## config.mk

```make
export PLATFORM = sky130hd
export DESIGN_NAME = mefd_smul
export DESIGN_NICKNAME = d
export VERILOG_FILES = /design/src/design/mefd_pkg.sv /design/src/design/mefd_smul.sv
export SDC_FILE = /design/constraint.sdc
export NUM_CORES = 1
export LEC_CHECK = 0
export ABC_AREA = 1
export BUFFER_PORTS_ARGS = -buffer_cell sky130_fd_sc_hd__buf_2
export CAP_MARGIN = 15
export CORE_MARGIN = 2
export CORE_UTILIZATION = 55
export DETAILED_ROUTE_END_ITERATION = 8
export GPL_TIMING_DRIVEN = 0
export PLACE_DENSITY = 0.74
export SYNTH_ARGS = -nofsm -noshare
export SYNTH_HDL_FRONTEND = slang
export SYNTH_SLANG_ARGS = --single-unit
```

## constraint.sdc

```tcl
create_clock -name clk -period 4.6 [get_ports clk]
set_input_delay 0.69 -clock clk [delete_from_list [all_inputs] [get_ports clk]]
set_output_delay 0.69 -clock clk [all_outputs]
set_load 0.03 [all_outputs]
```

## src/design/mefd_pkg.sv

```systemverilog
// -----------------------------------------------------------------------------
// Multi-turn encoder feedback decoder package
// Widths, scaling constants and shared types for the feedback decoder.
// -----------------------------------------------------------------------------
package mefd_pkg;

	localparam int NUM_MOTORS  = 7;
	localparam int MOTOR_W     = 3;
	localparam int ANGLE_W     = 16;
	localparam int SPEED_W     = 16;
	localparam int CURRENT_W   = 16;
	localparam int TEMP_W      = 8;
	localparam int TURN_W      = 16;
	localparam int OFFSET_W    = 28;
	localparam int OFFSET_REGS = 4;
	localparam int CFG_IDX_W   = 2;

	localparam int POS_W       = 30;
	localparam int POS_RAD_W   = 36;
	localparam int SPD_RAD_W   = 29;
	localparam int POWER_W     = 30;

	localparam int JUMP_LIMIT  = 4000;
	localparam int COUNT_SHIFT = 13;

	localparam logic signed [TURN_W-1:0] TURN_MAX = 16'sh7FFF;
	localparam logic signed [TURN_W-1:0] TURN_MIN = 16'sh8000;

	// Serial multiplier: a signed multiplier operand taken two bits per cycle
	// against a signed multiplicand held in parallel.
	localparam int MUL_W      = 32;
	localparam int MUL_DIGITS = MUL_W / 2;
	localparam int MUL_CNT_W  = $clog2(MUL_DIGITS);
	localparam int MUL_C_W    = 33;
	localparam int MUL_ACC_W  = MUL_C_W + 3;
	localparam int MUL_PROD_W = 2 * MUL_W;

	localparam logic signed [MUL_C_W-1:0] PI_Q28  = 33'sd843314842;
	localparam logic signed [MUL_C_W-1:0] SPD_Q32 = 33'sd449767901;
	localparam logic signed [MUL_C_W-1:0] PWR_Q48 = 33'sd3999336307;

	localparam int POS_RAD_LSB = 24;
	localparam int SPD_RAD_LSB = 16;
	localparam int POWER_LSB   = 32;

	typedef struct packed {
		logic                       en;
		logic [CFG_IDX_W-1:0]       index;
		logic signed [OFFSET_W-1:0] data;
	} cfg_wr_t;

endpackage

```

## src/design/mefd_smul.sv

```systemverilog
// -----------------------------------------------------------------------------
// Serial multiplier
// Radix-4 serial-parallel signed multiplier: the multiplier operand shifts out
// two bits per cycle, the low product bits shift into a register.
// -----------------------------------------------------------------------------
module mefd_smul import mefd_pkg::*; (
	input  logic                         clk,
	input  logic                         arst_n,
	input  logic                         start,
	input  logic signed [MUL_W-1:0]      x,
	input  logic signed [MUL_C_W-1:0]    c,
	output logic                         busy,
	output logic signed [MUL_PROD_W-1:0] product
);

	logic                        run_q;
	logic [MUL_CNT_W-1:0]        cnt_q;
	logic [MUL_W-1:0]            x_q;
	logic signed [MUL_C_W-1:0]   c_q;
	logic signed [MUL_ACC_W-1:0] c3_q;
	logic signed [MUL_ACC_W-1:0] acc_q;
	logic [MUL_W-1:0]            lo_q;

	logic                        last;
	logic                        neg;
	logic signed [MUL_ACC_W-1:0] c_ext;
	logic signed [MUL_ACC_W-1:0] m;
	logic signed [MUL_ACC_W-1:0] sum;

	// The top digit carries the sign weight of the operand's top bit.
	always_comb begin
		last  = (cnt_q == MUL_CNT_W'(MUL_DIGITS - 1));
		neg   = last && x_q[1];
		c_ext = MUL_ACC_W'(c_q);
		case (x_q[1:0])
			2'b00: m = '0;
			2'b01: m = c_ext;
			2'b10: m = c_ext <<< 1;
			2'b11: m = neg ? c_ext : c3_q;
			default: m = '0;
		endcase
		sum = neg ? (acc_q - m) : (acc_q + m);
	end

	always_ff @(posedge clk or negedge arst_n) begin
		if (!arst_n) begin
			run_q <= 1'b0;
			cnt_q <= '0;
		end else if (start) begin
			run_q <= 1'b1;
			cnt_q <= '0;
		end else if (run_q) begin
			cnt_q <= cnt_q + MUL_CNT_W'(1);
			if (last) begin
				run_q <= 1'b0;
			end
		end
	end

	always_ff @(posedge clk) begin
		if (start) begin
			x_q   <= x;
			c_q   <= c;
			c3_q  <= MUL_ACC_W'(c) + (MUL_ACC_W'(c) <<< 1);
			acc_q <= '0;
			lo_q  <= '0;
		end else if (run_q) begin
			x_q   <= x_q >> 2;
			acc_q <= sum >>> 2;
			lo_q  <= {sum[1:0], lo_q[MUL_W-1:2]};
		end
	end

	assign busy    = run_q;
	assign product = {acc_q[MUL_W-1:0], lo_q};

endmodule

```

== Word-level counts from Yosys, hierarchy flattened ==
Index checks and enable logic that the tools add are counted.

* Flip-flop bits (word level): 172
* Logic and storage cells: 28
* Bits of input ports: 68
* Output and inout port bits: 65

* Equal/unequal tests: 4
* Add/sub/neg operators: 4
* Reductions and logical operators: 3
* Multiplexer cells: 10

{| class="wikitable"
|+ Operators with widths
! cell !! count
|-
| case mux 36 bit (4 select lines) || 1
|-
| two-way mux 36 bit || 2
|-
| two-way mux 32 bit || 2
|-
| adder 34 x 36 -> 36 bit || 1
|-
| subtractor 34 x 36 -> 36 bit || 1
|-
| adder 33 x 34 -> 35 bit || 1
|-
| two-way mux 4 bit || 2
|-
| adder 4 x 1 -> 4 bit (second input constant) || 1
|-
| == test 2 bit (second input constant) || 2
|-
| == test 4 bit (second input constant) || 1
|-
| two-way mux 1 bit || 3
|-
| == test 2 x 1 -> 1 bit (second input constant) || 1
|-
| logical NOT 2 bit || 1
|-
| nonzero test 2 bit || 1
|-
| logical AND 1 bit || 1
|}

== Longest topological paths before layout ==
* Word-level depth: 6
* Depth in mapped cells: 32
* Mapped depth without buffers: 31

== Worst setup path after synthesis ==
OpenSTA, ideal clock, no wires.

* Path type: flip-flop to flip-flop
* Start: reg cnt_q[0]
* End: reg acc_q[24]
* Path buffers: 1
* Stages on the path, launching flop included: 28
* Period minus slack after synthesis: 3.928 ns
* Arrival time: 3.813 ns
* Required time: 4.485 ns
* Setup time: 0.115 ns
* Slack: 0.672 ns
* Path through: dfrtp_1 ha_1 inv_2 nor2_4 nand2_2 buf_4 nand2_1 a21oi_2 ha_1 nand2_1 nor2_1 nand2_1 nor2_1 nand2_1 nor3_1 nor2_1 xor2_1 inv_1 ha_1 nand2_1 nor2_1 inv_1 nor4_1 a21oi_1 o21ai_0 xor2_1 o21ai_0 inv_1

* Word-level cells in the longest chain between the ends: 6
* Elaborated cells between the ends (all ways): 7
* Those cells by class: add/sub (2); eq/ne (1); mux (3); reduce/logical (1)

{| class="wikitable"
|+ RTL lines
! element !! RTL line !! text
|-
| start, declared || mefd_smul.sv:17 || <nowiki>logic [MUL_CNT_W-1:0] cnt_q;</nowiki>
|-
| start signal, assigned || mefd_smul.sv:53 || <nowiki>cnt_q <= cnt_q + MUL_CNT_W'(1);</nowiki>
|-
| == test 4 bit * || mefd_smul.sv:32 || <nowiki>last = (cnt_q == MUL_CNT_W'(MUL_DIGITS - 1));</nowiki>
|-
| logical AND 1 bit * || mefd_smul.sv:33 || <nowiki>neg = last && x_q[1];</nowiki>
|-
| two-way mux 36 bit || mefd_smul.sv:39 || <nowiki>2'b11: m = neg ? c_ext : c3_q;</nowiki>
|-
| case mux 36 bit (4 select lines) || mefd_smul.sv:35 || <nowiki>case (x_q[1:0])</nowiki>
|-
| adder 34 x 36 -> 36 bit / subtractor 34 x 36 -> 36 bit (equally long branches) || mefd_smul.sv:42 || <nowiki>sum = neg ? (acc_q - m) : (acc_q + m);</nowiki>
|-
| two-way mux 36 bit * || mefd_smul.sv:42 ||
|-
| end signal, assigned || mefd_smul.sv:69 || <nowiki>acc_q <= sum >>> 2;</nowiki>
|-
| end, declared || mefd_smul.sv:21 || <nowiki>logic signed [MUL_ACC_W-1:0] acc_q;</nowiki>
|}

Every way passes the cells marked *; elsewhere a longest branch is shown, timed or not.
A chain may end at the register's enable or synchronous reset.

== Worst setup path after layout ==
* Start: reg cnt_q[0]
* End: reg acc_q[23]

The elaborated chain is that of the path after synthesis.

==> impl_metrics.py <==
metrics = {
    "outcome": {
        "outcome": "finished, final reports clean",
    },
    "floorplanning": {
        "dieArea_sq_um": 22700,
        "die_w_um": 151,
        "core-area_sq_um": 21100,
        "io-pin-count": 133,
        "die_h_um": 151,
        "rows": 53,
        "floorplan.initialDensity_pct": 56.2,
    },
    "logic_synthesis": {
        "synth-async-reset-ratio_pct": 2.96,
        "synth_warnings": 0,
        "synth_seq_area_share_pct": 37.0,
        "synth_top_area_share_pct": 24.8,
        "synth.avg_cell_area_sq_um": 7.32,
        "ys_ff_latch": 169,
        "synthFlopType": "edfxtp_1",
        "ys_types": 46,
        "ys_top_cells_by_count": "nand2_1, inv_1, nor2_1",
        "synth_area_leader_cell": "edfxtp_1",
        "yosysMostFrequentCell": "nand2_1",
        "synth_edf_count": 98,
        "syn_nets": 1758,
        "netlist_area_sq_um": 11800,
        "synth_cells": 1619,
        "yosys-top-cells-area": "edfxtp_1, nand2_1, dfxtp_1",
    },
    "pwr": {
        "peakVddDrop_uv": 245,
        "p_leak_nw": 6.93,
        "power_w": 0.00604,
        "powerDensity_nw_per_um2": 440,
    },
    "placement": {
        "post-dp-hpwl_um": 24800,
        "io_buffers": 132,
        "place.gp.congestion": 0.951,
        "placed_cells": 2028,
        "dpl_cell_area_sq_um": 12900,
    },
    "global_routing": {
        "grt_max_degree": 47,
        "grt.total_usage_pct": 27.8,
        "antenna_found_initial": 0,
        "grt.overflow.total": 0,
        "grt_pass1_vias": 10000,
        "grt_pass1_wl_um": 49600,
    },
    "clocking": {
        "root_buffer": "clkbuf_16",
        "cts_tree": "done",
        "cts_buffer_depth": 2,
        "clk_latency_ns": 0.44,
        "cts_buffers": 17,
        "htree_levels": 4,
        "clock-sinks": 169,
        "cts.clk_slew.worst_paths_ns": 0.07,
    },
    "sta": {
        "slew_violations": 0,
        "rsz0062_at_grt": "true",
        "post-route-period-util_pct": 94.1,
        "max_freq_mhz": 231,
        "min_period_ns": 4.33,
        "final_hold_viol_count": 0,
        "slew_headroom_pct": 46.2,
        "holdWs_ns": 0.0520,
        "worst-slew-pin-transition_ns": 0.806,
        "setup_tns_ns": 0,
        "setup_violations": 0,
        "skew_ns": 0.0176,
    },
    "critical_path": {
        "cp_max_fo": 10,
        "crit_path_end_kind": "flop",
        "max_stage_delay_ns": 0.41,
        "worst-r2r-cell-count": 27,
        "reg2reg_slack_ns": 0.27,
        "start_kind": "flop",
        "cpMostUsedCell": "nand2_1",
        "required_ns": 4.99,
        "r2r_start": "cnt_q[0]",
        "cp-startpoint": "cnt_q[0]",
        "r2r_end": "acc_q[23]",
        "cp_slowest_cell": "dfrtp_1",
        "worstSetupPathType": "flop to flop",
        "worstPathArrival_ns": 4.71,
    },
    "cells_and_area": {
        "final_area_sq_um": 13700,
        "fin_cells": 2067,
        "fin_nets": 1918,
        "antenna_cells": 0,
        "drive_above_1_share_pct": 15.4,
        "area_delta_synth_final_pct": 15.9,
        "fillers": 1959,
    },
    "detailed_routing": {
        "via_per_inst": 5.29,
        "drt-pass1-iter-count": 5,
        "first_iter_violations": 709,
        "drt.antenna.violating_nets": 0,
        "remaining_drc_errors": 0,
        "via_count": 10900,
        "wirelength_um": 31700,
        "wl_per_cell_um": 15.3,
    },
    "run": {
        "cap_violations": 0,
    },
    "worst_hold_path": {
        "hp-class": "input port to async pin",
    },
}
==> where the power goes <==
part	internal (W)	switching, W	total [W]
Combinational	0.000942	0.00162	0.00256
Clock	0.000783	0.000681	0.00146
Sequential	0.00185	0.000159	0.00201
==> layout by cell type, fill, tap and decap left out, drive strengths merged, types with 7 or more instances in the layout <==
| cell | synthesis | routed |
|---|---|---|
| o21bai | 7 | 7 |
| xnor2 | 29 | 29 |
| o21ai | 93 | 93 |
| nor3 | 18 | 18 |
| o211ai | 8 | 8 |
| nor2 | 155 | 155 |
| nand4 | 14 | 14 |
| dfxtp | 66 | 66 |
| edfxtp | 98 | 98 |
| ha | 69 | 69 |
| nand2 | 409 | 409 |
| buf | 49 | 190 |
| a31oi | 18 | 18 |
| xor2 | 52 | 52 |
| a21oi | 117 | 117 |
| o221ai | 7 | 7 |
| inv | 259 | 268 |
| clkbuf | 23 | 43 |
| nand3 | 40 | 40 |
| o22ai | 46 | 46 |
==> per-layer routing <==
metal | track usage (%) | share of wire (%) | vias to the layer above
li1 | - | - | 5618
met1 | 37.3 | 45 | 4983
met2 | 46.8 | 48 | 287
met3 | 3.67 | 4.6 | 40
met4 | 9.07 | 2.2 | 0
met5 | 0 | 0 | -
==> flip-flops by register name, summed over array words and instances, names as in the netlist <==
register	flops
c3_q	34
cnt_q	4
c_q	32
lo_q	32
x_q	32
acc_q	34
busy	1
==> layout make-up <==
class | instances | area [sq um] | area share, %
Multi-Input combinational cell | 1119 | 6260 | 45.6
Sequential cell | 169 | 4390 | 32.0
Inverter | 259 | 972 | 7.08
Timing Repair Buffer | 141 | 753 | 5.48
Clock buffer | 20 | 479 | 3.49
Buffer | 72 | 423 | 3.08
Tap cell | 275 | 344 | 2.51
Clock inverter | 12 | 116 | 0.847
==> per-stage QoR <==
stage	worst slack (ns)	util [%]
after global placement	-0.443	61.0
after detailed placement	-0.526	61.1
final	0.272	65.1
after global routing	-0.0767	65.1
after floorplan	0.672	-
after CTS	0.00545	64.2
==> critical path, delay by kind of cell (launching register included) <==
kind                     cells  cell delay (ns)
XOR/XNOR                     1             0.13
AND/OR/NAND/NOR             12             1.36
adder cells (fa/ha/maj)      3             0.77
AO/OA/AOI/OAI                6             1.15
buffers and inverters        5             0.47
flip-flops                   1             0.41
==> repair_timing <==
item	4_1_cts	5_1_grt
resized for setup	17	27
buffers inserted	0	7
setup endpoints to repair	13	20
pin swaps	0	10
hold buffers	0	0
==> worst max-delay path by stage <==
stage / end / slack (ns) / cells after the start
5_1_grt: acc_q[33] / -0.08 / 31
3_5_place_dp: acc_q[24] / -0.53 / 27
4_1_cts: acc_q[20] / 0.005 / 27
2_1_floorplan: acc_q[24] / 0.67 / 27
6_report: acc_q[23] / 0.27 / 27
3_3_place_gp: acc_q[24] / -0.44 / 27
==> cell families after synthesis <==
group | count (synthesis) | synth area share (%)
compound gates | 318 | 15.5
xor+xnor | 81 | 5.99
simple gates | 649 | 22.1
fa+ha+maj | 71 | 7.62
flops | 169 | 37.0
buf+inv | 331 | 11.7
(Power assumes the default switching activity.)
