===== config.mk =====
export PLATFORM = sky130hd
export DESIGN_NAME = mefd_track
export DESIGN_NICKNAME = d
export VERILOG_FILES = /design/src/design/mefd_pkg.sv /design/src/design/mefd_track.sv
export SDC_FILE = /design/constraint.sdc
export NUM_CORES = 1
export LEC_CHECK = 0
export BUFFER_PORTS_ARGS = -buffer_cell sky130_fd_sc_hd__buf_2
export CAP_MARGIN = 20
export CELL_PAD_IN_SITES_DETAIL_PLACEMENT = 0
export CELL_PAD_IN_SITES_GLOBAL_PLACEMENT = 2
export CORE_ASPECT_RATIO = 0.75
export CORE_MARGIN = 3
export CORE_UTILIZATION = 38
export CTS_CLUSTER_SIZE = 40
export DETAILED_ROUTE_END_ITERATION = 12
export GPL_TIMING_DRIVEN = 0
export PLACE_DENSITY_LB_ADDON = 0.1
export SLEW_MARGIN = 5
export SYNTH_ARGS = -nofsm -noshare
export SYNTH_HDL_FRONTEND = slang
export SYNTH_SLANG_ARGS = --single-unit

===== constraint.sdc =====
create_clock -name clk -period 3.92 [get_ports clk]
set_clock_uncertainty 0.1 [all_clocks]
set_input_delay 0.784 -clock clk [delete_from_list [all_inputs] [get_ports clk]]
set_output_delay 0.784 -clock clk [all_outputs]
set_load 0.05 [all_outputs]

===== src/design/mefd_pkg.sv =====
// -----------------------------------------------------------------------------
// Multi-turn encoder feedback decoder package
// Widths, scaling constants and shared types for the feedback decoder.
// -----------------------------------------------------------------------------
package mefd_pkg;

	localparam int NUM_MOTORS  = 7;
	localparam int MOTOR_W     = 3;
	localparam int ANGLE_W     = 16;
	localparam int SPEED_W     = 16;
	localparam int CURRENT_W   = 16;
	localparam int TEMP_W      = 8;
	localparam int TURN_W      = 16;
	localparam int OFFSET_W    = 28;
	localparam int OFFSET_REGS = 4;
	localparam int CFG_IDX_W   = 2;

	localparam int POS_W       = 30;
	localparam int POS_RAD_W   = 36;
	localparam int SPD_RAD_W   = 29;
	localparam int POWER_W     = 30;

	localparam int JUMP_LIMIT  = 4000;
	localparam int COUNT_SHIFT = 13;

	localparam logic signed [TURN_W-1:0] TURN_MAX = 16'sh7FFF;
	localparam logic signed [TURN_W-1:0] TURN_MIN = 16'sh8000;

	// Serial multiplier: a signed multiplier operand taken two bits per cycle
	// against a signed multiplicand held in parallel.
	localparam int MUL_W      = 32;
	localparam int MUL_DIGITS = MUL_W / 2;
	localparam int MUL_CNT_W  = $clog2(MUL_DIGITS);
	localparam int MUL_C_W    = 33;
	localparam int MUL_ACC_W  = MUL_C_W + 3;
	localparam int MUL_PROD_W = 2 * MUL_W;

	localparam logic signed [MUL_C_W-1:0] PI_Q28  = 33'sd843314842;
	localparam logic signed [MUL_C_W-1:0] SPD_Q32 = 33'sd449767901;
	localparam logic signed [MUL_C_W-1:0] PWR_Q48 = 33'sd3999336307;

	localparam int POS_RAD_LSB = 24;
	localparam int SPD_RAD_LSB = 16;
	localparam int POWER_LSB   = 32;

	typedef struct packed {
		logic                       en;
		logic [CFG_IDX_W-1:0]       index;
		logic signed [OFFSET_W-1:0] data;
	} cfg_wr_t;

endpackage


===== src/design/mefd_track.sv =====
// -----------------------------------------------------------------------------
// Turn tracker
// Keeps the per-motor angle history and turn count and the zero offsets of
// motors 0 to 3, and forms the multi-turn position in raw counts.
// -----------------------------------------------------------------------------
module mefd_track import mefd_pkg::*; (
	input  logic                    clk,
	input  logic                    arst_n,
	input  cfg_wr_t                 cfg,
	input  logic                    take,
	input  logic [MOTOR_W-1:0]      motor_index,
	input  logic [ANGLE_W-1:0]      angle_raw,
	output logic signed [POS_W-1:0] pos
);

	logic [ANGLE_W-1:0]         last_angle_q [NUM_MOTORS];
	logic signed [TURN_W-1:0]   turn_q [NUM_MOTORS];
	logic [NUM_MOTORS-1:0]      seen_q;
	logic signed [OFFSET_W-1:0] offset_q [OFFSET_REGS];

	logic signed [TURN_W-1:0]   turn_s1;
	logic [ANGLE_W-1:0]         angle_s1;
	logic signed [OFFSET_W-1:0] offset_s1;
	logic                       in_range_s1;
	logic signed [POS_W-1:0]    pos_s2;

	logic                       in_range;
	logic [MOTOR_W-1:0]         rd_idx;
	logic signed [ANGLE_W:0]    diff;
	logic                       jump_dn;
	logic                       jump_up;
	logic signed [TURN_W-1:0]   turn_cur;
	logic signed [TURN_W-1:0]   turn_new;
	logic signed [OFFSET_W-1:0] offset_sel;

	always_comb begin
		in_range = (32'(motor_index) < NUM_MOTORS);
		rd_idx   = in_range ? motor_index : '0;
		diff     = $signed({1'b0, angle_raw}) - $signed({1'b0, last_angle_q[rd_idx]});
		jump_dn  = seen_q[rd_idx] && (diff > JUMP_LIMIT);
		jump_up  = seen_q[rd_idx] && (diff < -JUMP_LIMIT);
		turn_cur = turn_q[rd_idx];
		turn_new = turn_cur;
		if (jump_dn && (turn_cur != TURN_MIN)) begin
			turn_new = turn_cur - TURN_W'(1);
		end else if (jump_up && (turn_cur != TURN_MAX)) begin
			turn_new = turn_cur + TURN_W'(1);
		end
		if (in_range && (32'(motor_index) < OFFSET_REGS)) begin
			offset_sel = offset_q[motor_index[CFG_IDX_W-1:0]];
		end else begin
			offset_sel = '0;
		end
	end

	always_ff @(posedge clk or negedge arst_n) begin
		if (!arst_n) begin
			for (int i = 0; i < NUM_MOTORS; i++) begin
				last_angle_q[i] <= '0;
				turn_q[i]       <= '0;
			end
			seen_q <= '0;
			for (int i = 0; i < OFFSET_REGS; i++) begin
				offset_q[i] <= '0;
			end
		end else begin
			if (cfg.en) begin
				offset_q[cfg.index] <= cfg.data;
			end
			if (take && in_range) begin
				last_angle_q[rd_idx] <= angle_raw;
				turn_q[rd_idx]       <= turn_new;
				seen_q[rd_idx]       <= 1'b1;
			end
		end
	end

	always_ff @(posedge clk) begin
		if (take) begin
			turn_s1     <= turn_new;
			angle_s1    <= angle_raw;
			offset_s1   <= offset_sel;
			in_range_s1 <= in_range;
		end
		if (in_range_s1) begin
			pos_s2 <= (POS_W'(turn_s1) <<< COUNT_SHIFT) + $signed(POS_W'(angle_s1))
				- POS_W'(offset_s1);
		end else begin
			pos_s2 <= '0;
		end
	end

	assign pos = pos_s2;

endmodule


# After elaboration in Yosys (flattened, before gate mapping)
# Index checks and enable logic that the tools add are counted.
# op_classes
magnitude_cmp	11
shift	0
n_div	0
n_reduce_logical	9
bitwise	4
n_mul	0
eq_ne	2
add_sub_neg	5
muxes	23
# ops
op	count
bitwise mux 112 bit	3
2-to-1 mux 16 bit	7
binary-select mux 16 bit (select 3 bit)	2
2-to-1 mux 28 bit	3
binary-select mux 28 bit (select 2 bit)	1
demux 28 bit (select 2 bit)	1
demux 16 bit (select 3 bit)	1
inequality test 16 bit, second input constant	2
adder 29 x 17 -> 30 bit	1
subtractor 30 x 28 -> 30 bit	1
greater-than comparator 17 x 13 -> 1 bit, second input constant	1
less-than comparator 17 x 13 -> 1 bit, second input constant	1
subtractor 16 x 16 -> 17 bit	1
adder 16 x 2 -> 16 bit, second input constant	1
subtractor 16 x 2 -> 16 bit, second input constant	1
logical AND 1 bit	9
bitwise OR 7 bit	1
>= comparator 3 bit, second input constant	2
less-than comparator 3 bit, second input constant	2
NOT 2 -> 3 bit	2
>= comparator 4 bit, second input constant	1
less-than comparator 3 x 4 -> 1 bit, second input constant	1
less-than comparator 4 x 1 -> 1 bit, second input constant	1
NOT 3 -> 4 bit	1
6 further kinds	7
# totals
word_cells	78
reg_bits	434
out_inout_bits	30
latchBits	0
mem_bits_ro	0
input_bits	53
mem_bits_rw	0
memories	0

# Longest topological paths before layout
# Gate-level depths: netlist of the first run.
# logic_depth
word_depth	13
depth_mapped	26
mapped_depth_nobuf	18

# Worst setup path after synthesis of the first run
# No wires, ideal clock.
# synth_timing
path_kind	input to register
start	input port motor_index[0]
end	register turn_s1[7], data pin
stages	26
required_time_ps	3554
setup_time_ps	266
t_arrival_ps	5963
path_buffers	9
setup_slack_ps	-2410
path_cell_list	buf_2 > buf_4 > buf_4 > buf_2 > buf_2 > buf_1 > clkbuf_1 > mux2i_1 > o21ai_0 > a21oi_1 > a21oi_1 > ha_1 > fa_1 > nor2b_1 > o2111ai_1 > nand3_1 > a21o_1 > a2111oi_0 > or3_1 > clkbuf_1 > a311oi_2 > a21boi_4 > buf_6 > a31oi_1 > xor2_1 > inv_1
# synth_via
elab_chain_len	12
# synth_lines
item	line	text
start: declaration	mefd_track.sv:11	input logic [MOTOR_W-1:0] motor_index,
less-than comparator 3 bit	mefd_track.sv:37	in_range = (32'(motor_index) < NUM_MOTORS);
2-to-1 mux 3 bit *	mefd_track.sv:38	rd_idx = in_range ? motor_index : '0;
NOT 3 -> 4 bit (not written as such)	mefd_track.sv:39, mefd_track.sv:42	
binary-select mux 16 bit (select 3 bit)	mefd_track.sv:39	diff = $signed({1'b0, angle_raw}) - $signed({1'b0, last_angle_q[rd_idx]});
2-to-1 mux 16 bit (not written as such) (2 in series)	mefd_track.sv:39	
subtractor 16 x 16 -> 17 bit	mefd_track.sv:39	
less-than comparator 17 x 13 -> 1 bit	mefd_track.sv:41	jump_up = seen_q[rd_idx] && (diff < -JUMP_LIMIT);
logical AND 1 bit	mefd_track.sv:41	
logical AND 1 bit	mefd_track.sv:46	end else if (jump_up && (turn_cur != TURN_MAX)) begin
2-to-1 mux 16 bit	mefd_track.sv:46	
2-to-1 mux 16 bit *	mefd_track.sv:44	if (jump_dn && (turn_cur != TURN_MIN)) begin
via turn_new[7]	mefd_track.sv:33	logic signed [TURN_W-1:0] turn_new;
end signal: assignment	mefd_track.sv:80	turn_s1 <= turn_new;
end: declaration	mefd_track.sv:21	logic signed [TURN_W-1:0] turn_s1;
# The timed path passes the listed nets; every way through them passes the cells marked *. The select of a mux whose other input is x is not followed.
# A chain may end at the register's enable or synchronous reset.

# Worst setup path after layout of the first run
# layout_timing
start	input port motor_index[0]
end	register turn_s1[3], data pin
# The elaborated chain is that of the path after synthesis.

==> impl_metrics.csv, run 1 <==
group,metric,value,unit
run_status,outcome,"finished, violations left",
run_status,violations,"negative setup slack",
floorplanning,core,56200,um^2
timing,setup_viol,128,
placement,dp_hpwl,49200,um
timing,timing.hold.ws,0.368,ns
logic_synthesis,ys_top_cells_by_area,"dfrtp_1 40%, mux2_2 9.1%, edfxtp_1 8.4%",
critical_path,slowest_delay,0.39,ns
logic_synthesis,avgSynthCellArea,11.0,um^2
critical_path,rr_worst_depth,21,
clock_network,cts_sinks,434,
critical_path,critical_path.most_common_cell,"buf_12",
critical_path,critPathMaxFanout,6,
placement,routabilityCongestion,0.813,
min_path,min-delay-start,"seen_q[6]",
floorplanning,rows,75,
cells_and_area,synthToLayoutAreaGrowth,24.0,%
critical_path,path_delay_family,"compound AO/OA/AOI/OAI gates",
clock_network,h-tree-depth,2,
cells_and_area,num-fill-cells,5188,
clock_network,clkTransAtPathRegs,0.06,ns
timing,rsz0062_at_grt,"yes",
placement,place_area,23400,um^2
routing,dr.pass1.iters,5,
logic_synthesis,synth_edf_count,61,
clock_network,cts_tree,"done",
logic_synthesis,synthCells,1977,
placement,io_buffers,80,
routing,wirelength,70900,um
critical_path,slowest_stage,"fa_2",
floorplanning,ios,83,
critical_path,worstReg2RegEnd,"turn_s1[3]",
min_path,min_to,"seen_q[6]",
global_routing,grt_overflow,0,
floorplanning,start_util,38.6,%
job,maxCapViolCount,0,
routing,detail_route.wl_per_cell,23.9,um
critical_path,arrival,5.36,ns
routing,wl_met3,2730,um
floorplanning,dieArea,60100,um^2
critical_path,worstSetupPathType,"primary input to flip-flop",
cells_and_area,num-nets-final,2323,
clock_network,cts_buffers,47,
critical_path,end_kind,"flip-flop",
logic_synthesis,synth_top_cell_by_area,"dfrtp_1",
logic_synthesis,ys_async_sr_fraction,79.0,%
timing,period_minus_slack,5.11,ns
logic_synthesis,synth_area,21700,um^2
routing,met1_length,35100,um
routing,vias,16300,
logic_synthesis,ys.flop_type,"dfrtp_1",
cells_and_area,layoutNonFillerInstCount,2962,
timing,fin_ws,-1.19,ns
clock_network,cts_buffer_depth,3,
routing,via_per_inst,5.50,
timing,finalHoldViolCount,0,
routing,final_antenna_net_count,0,
power_and_ir_drop,ir_drop,0.307,mV
power_and_ir_drop,p_leak,11.9,nW
cells_and_area,stdcell_area,26900,um^2
global_routing,grt_antenna_before_repair,3,
routing,routed.top_layer,"met5",
cells_and_area,postLayoutCoreUtil,47.9,%
timing,max_freq,196,MHz
floorplanning,fp.dieW,282,um
critical_path,start_kind,"primary input",
floorplanning,die_h,213,um
global_routing,grt_max_degree,110,
critical_path,r2r_setup_slack,-0.74,ns
power_and_ir_drop,power.density,589,nW/um^2
global_routing,track_usage,23.8,%
routing,drtIter0Drc,1108,
timing,slew_violations,0,
logic_synthesis,ys_ff_latch,434,
global_routing,grt_first_pass_wirelength,107000,um
timing,finalSetupTns,-139.36,ns
logic_synthesis,ys.warnings.count,0,
logic_synthesis,syn_nets,2108,
power_and_ir_drop,power,15.9,mW
logic_synthesis,synth_top_area_share,39.5,%
timing,slew_headroom,21.7,%
global_routing,grt_pass1_vias,16700,
cells_and_area,final_cell_mix,"343 x dfrtp_1, 334 x nand2_1, 175 x mux2_2, 83 x buf_2, 68 x inv_1",
critical_path,worstReg2RegStart,"last_angle_q[96]",
clock_network,clk_latency,0.59,ns
placement,place_inst,2793,
cells_and_area,layout-drive-gt1-share,30.1,%
clock_network,cts_root_buf,"clkbuf_16",
routing,wl_met2,31600,um
min_path,holdPathStages,1,
logic_synthesis,synth-seq-area-share,50.7,%
min_path,hold_class,"flip-flop to flip-flop",
cells_and_area,layout_commonest_cell,"dfrtp_1",
critical_path,crit_required,4.17,ns
placement,dp_slack,-3.91,ns
logic_synthesis,ys_types,88,
routing,drc,0,
critical_path,worstPathBufferInverterCount,11,
timing,fin_crit_sh,130,%
timing,tightest_slew,1.17,ns
[area by class of cell]
type	instances	area (um^2)	area share [%]
well taps	731	915	3.40
multi-input cells	1361	10900	40.6
clock inverters	22	180	0.669
plain buffers	105	875	3.25
inverters	76	288	1.07
repair buffers	167	1360	5.03
clock buffers	64	1350	5.02
diodes	2	5.00	0.0186
flip-flops and latches	434	11000	40.9
[metal layers]
layer	GRT usage, %	vias up
met2	36.9	284
met1	35.7	8415
met3	3.16	93
met5	0	-
li1	-	7488
met4	5.25	2
[cell usage after synthesis (43+ instances only)]
master and instances:
nand3_1 43, nor2_1 62, clkbuf_1 69, edfxtp_1 61, mux4_2 45, o21ai_0 124
mux2_2 176, ha_1 73, a21oi_1 57, dfrtp_1 343, inv_1 76, nand2_1 337
[flip-flops by register name, summed over array words and instances, names as in the netlist]
name and flops:
in_range_s1 1, turn_q 112, turn_s1 16, pos 30, seen_q 7, offset_s1 28, angle_s1 16, last_angle_q 112
offset_q 112
[report_power, final]
group / internal (mW) / leakage [nW] / switching (mW)
combinational: 2.27 / 6.04 / 2.99
clock: 2.55 / 0.771 / 1.91
sequential: 5.62 / 5.06 / 0.522
[how the worst max path moves through the flow]
stage | from | to | depth (start not counted)
floorplan | motor_index[0] | turn_s1[11] | 25
global placement | arst_n | offset_q[5] | 1
detailed placement | motor_index[2] | turn_q[38] | 22
CTS | motor_index[0] | turn_s1[15] | 27
global route | motor_index[0] | turn_s1[3] | 27
finish | motor_index[0] | turn_s1[3] | 27
[timing repair]
| action | CTS | global route |
|---|---|---|
| setup buffers | 72 | 9 |
| hold buffers | 1 | 0 |
| gates resized for setup | 219 | 81 |
| endpoints found under the hold margin | 24 | 0 |
| pin swaps | 64 | 55 |
| setup endpoints to repair | 132 | 131 |
| gates cloned | 2 | 0 |
[cell families (layout without fill, tap and decap cells)]
logic type      Yosys count  count (layout)  synth area share (%)
compound gates          385             385                  11.4
xor+xnor                 40              40                  1.89
fa+ha+maj                78              78                  4.67
buf+inv                 182             434                  3.43
flops                   434             434                  50.7
mux                     244             244                  14.9
other cells               0               2                     0
simple gates            614             614                  13.1
Note: power is estimated with default switching activity, not from simulation.
==> run 2: changes to the inputs <==
--- a/config.mk
+++ b/config.mk
@@ -16,6 +16,7 @@
 export DETAILED_ROUTE_END_ITERATION = 12
 export GPL_TIMING_DRIVEN = 0
 export PLACE_DENSITY_LB_ADDON = 0.1
+export SKIP_CTS_REPAIR_TIMING = 1
 export SLEW_MARGIN = 5
 export SYNTH_ARGS = -nofsm -noshare
 export SYNTH_HDL_FRONTEND = slang
==> impl_metrics.csv, run 2 (synthesis results as in run 1) <==
group,metric,value,unit
floorplanning,core,56200,um^2
timing,fin_ws,-1.36,ns
placement,dp_slack,-3.91,ns
critical_path,cp-endpoint,"turn_s1[3]",
clock_network,clkTransAtPathRegs,0.06,ns
cells_and_area,seqCellArea,11000,um^2
global_routing,grt_first_pass_wirelength,104000,um
cells_and_area,num-fill-cells,5207,
cells_and_area,layout-drive-gt1-share,27.8,%
critical_path,slowest_stage,"or3_4",
floorplanning,die_h,213,um
critical_path,crit_start,"motor_index[0]",
floorplanning,dieArea,60100,um^2
timing,finalSetupTns,-152.36,ns
clock_network,h-tree-depth,2,
cells_and_area,multi_input_area,10700,um^2
placement,place_inst,2793,
timing,fin_crit_sh,135,%
floorplanning,fp.dieW,282,um
critical_path,slowest_delay,0.40,ns
placement,dp_hpwl,49200,um
job,maxCapViolCount,0,
cells_and_area,reg.largest.list,"last_angle_q: 112 flops, offset_q: 112 flops, turn_q: 112 flops",
routing,detail_route.wl_per_cell,23.8,um
global_routing,grt_overflow,0,
timing,period_minus_slack,5.28,ns
routing,drtIter0Drc,1097,
cells_and_area,final_cell_mix,"343 x dfrtp_1, 331 x nand2_1, 175 x mux2_2, 84 x buf_2, 76 x o21ai_1",
min_path,hold_class,"primary input to flip-flop",
power_and_ir_drop,power.density,590,nW/um^2
critical_path,r2r_setup_slack,-0.82,ns
critical_path,worstSetupPathType,"primary input to flip-flop",
routing,dr.pass1.iters,5,
timing,rsz0062_at_grt,"yes",
clock_network,cts_buffer_depth,3,
placement,routabilityCongestion,0.813,
critical_path,worstReg2RegEnd,"turn_s1[3]",
clock_network,clk_latency,0.59,ns
critical_path,critPathMaxFanout,8,
critical_path,critical_path.most_common_cell,"buf_12",
global_routing,grt_max_degree,110,
cells_and_area,stdcell_area,26600,um^2
critical_path,worstReg2RegStart,"last_angle_q[96]",
timing,slew_headroom,21.2,%
global_routing,grt_pass1_vias,16200,
floorplanning,ios,83,
global_routing,grt_antenna_before_repair,3,
routing,vias,16200,
cells_and_area,layoutNonFillerInstCount,2950,
routing,final_antenna_net_count,0,
clock_network,cts_buffers,47,
timing,max_freq,189,MHz
floorplanning,start_util,38.6,%
placement,io_buffers,80,
clock_network,cts_root_buf,"clkbuf_16",
cells_and_area,num-nets-final,2311,
routing,wirelength,70100,um
floorplanning,rows,75,
power_and_ir_drop,power,15.7,mW
critical_path,arrival,5.52,ns
timing,setup_viol,128,
timing,finalHoldViolCount,0,
run_status,violations,"negative setup slack",
timing,slew_violations,0,
clock_network,cts_tree,"done",
power_and_ir_drop,ir_drop,0.301,mV
routing,via_per_inst,5.48,
run_status,outcome,"finished, violations left",
critical_path,rr_worst_depth,21,
clock_network,cts_sinks,434,
critical_path,crit_required,4.16,ns
critical_path,end_kind,"flip-flop",
min_path,min-delay-start,"angle_raw[0]",
critical_path,start_kind,"primary input",
power_and_ir_drop,p_leak,11.7,nW
cells_and_area,synthToLayoutAreaGrowth,22.3,%
placement,place_area,23400,um^2
cells_and_area,layout_commonest_cell,"dfrtp_1",
global_routing,track_usage,23.2,%
routing,drc,0,
timing,tightest_slew,1.18,ns
[run 2: worst min path at each step]
stage          cells past startpoint     endpoint
3_5_place_dp                       1    seen_q[4]
4_1_cts                            1   turn_q[61]
2_1_floorplan                      1    seen_q[2]
3_3_place_gp                       1    seen_q[2]
5_1_grt                            1  angle_s1[0]
6_report                           1  angle_s1[0]
[run 2: per-stage QoR]
stage | utilization (%) | hold WS, ns
2_1_floorplan | - | 0.326
3_3_place_gp | 41.4 | 0.344
3_5_place_dp | 41.6 | 0.354
4_1_cts | 44.3 | -0.0724
5_1_grt | 47.2 | 0.350
6_report | 47.2 | 0.367
[run 2: per-layer routing]
metal	up-vias	part of all wire (%)	wire length, um	track usage (%)
li1	7463	-	-	-
met4	2	2.2	1530	6.32
met2	346	44	31000	35.0
met1	8249	49	34600	34.7
met5	-	0.010	7	0
met3	93	4.3	2990	3.52
[run 2: area by class of cell]
cell class                      instances  area share [%]
Buffer                                105            3.18
Antenna cell                            2          0.0188
Multi-Input combinational cell       1361            40.2
Timing Repair Buffer                  155            4.81
Sequential cell                       434            41.5
Clock inverter                         22           0.679
Tap cell                              731            3.44
Inverter                               76            1.07
Clock buffer                           64            5.08
[run 2: worst max-delay path: cells and delay by family]
family,cells,cell delay (ns)
AO/OA/AOI/OAI,10,1.77
XOR/XNOR,1,0.23
adder cells (fa/ha/maj),2,0.56
buffers and inverters,11,1.43
AND/OR/NAND/NOR,3,0.70
[run 2: where the power goes]
part	switching, mW	leakage (nW)	internal, mW
logic	2.86	5.91	2.20
registers	0.520	5.06	5.62
clock network	1.91	0.771	2.55
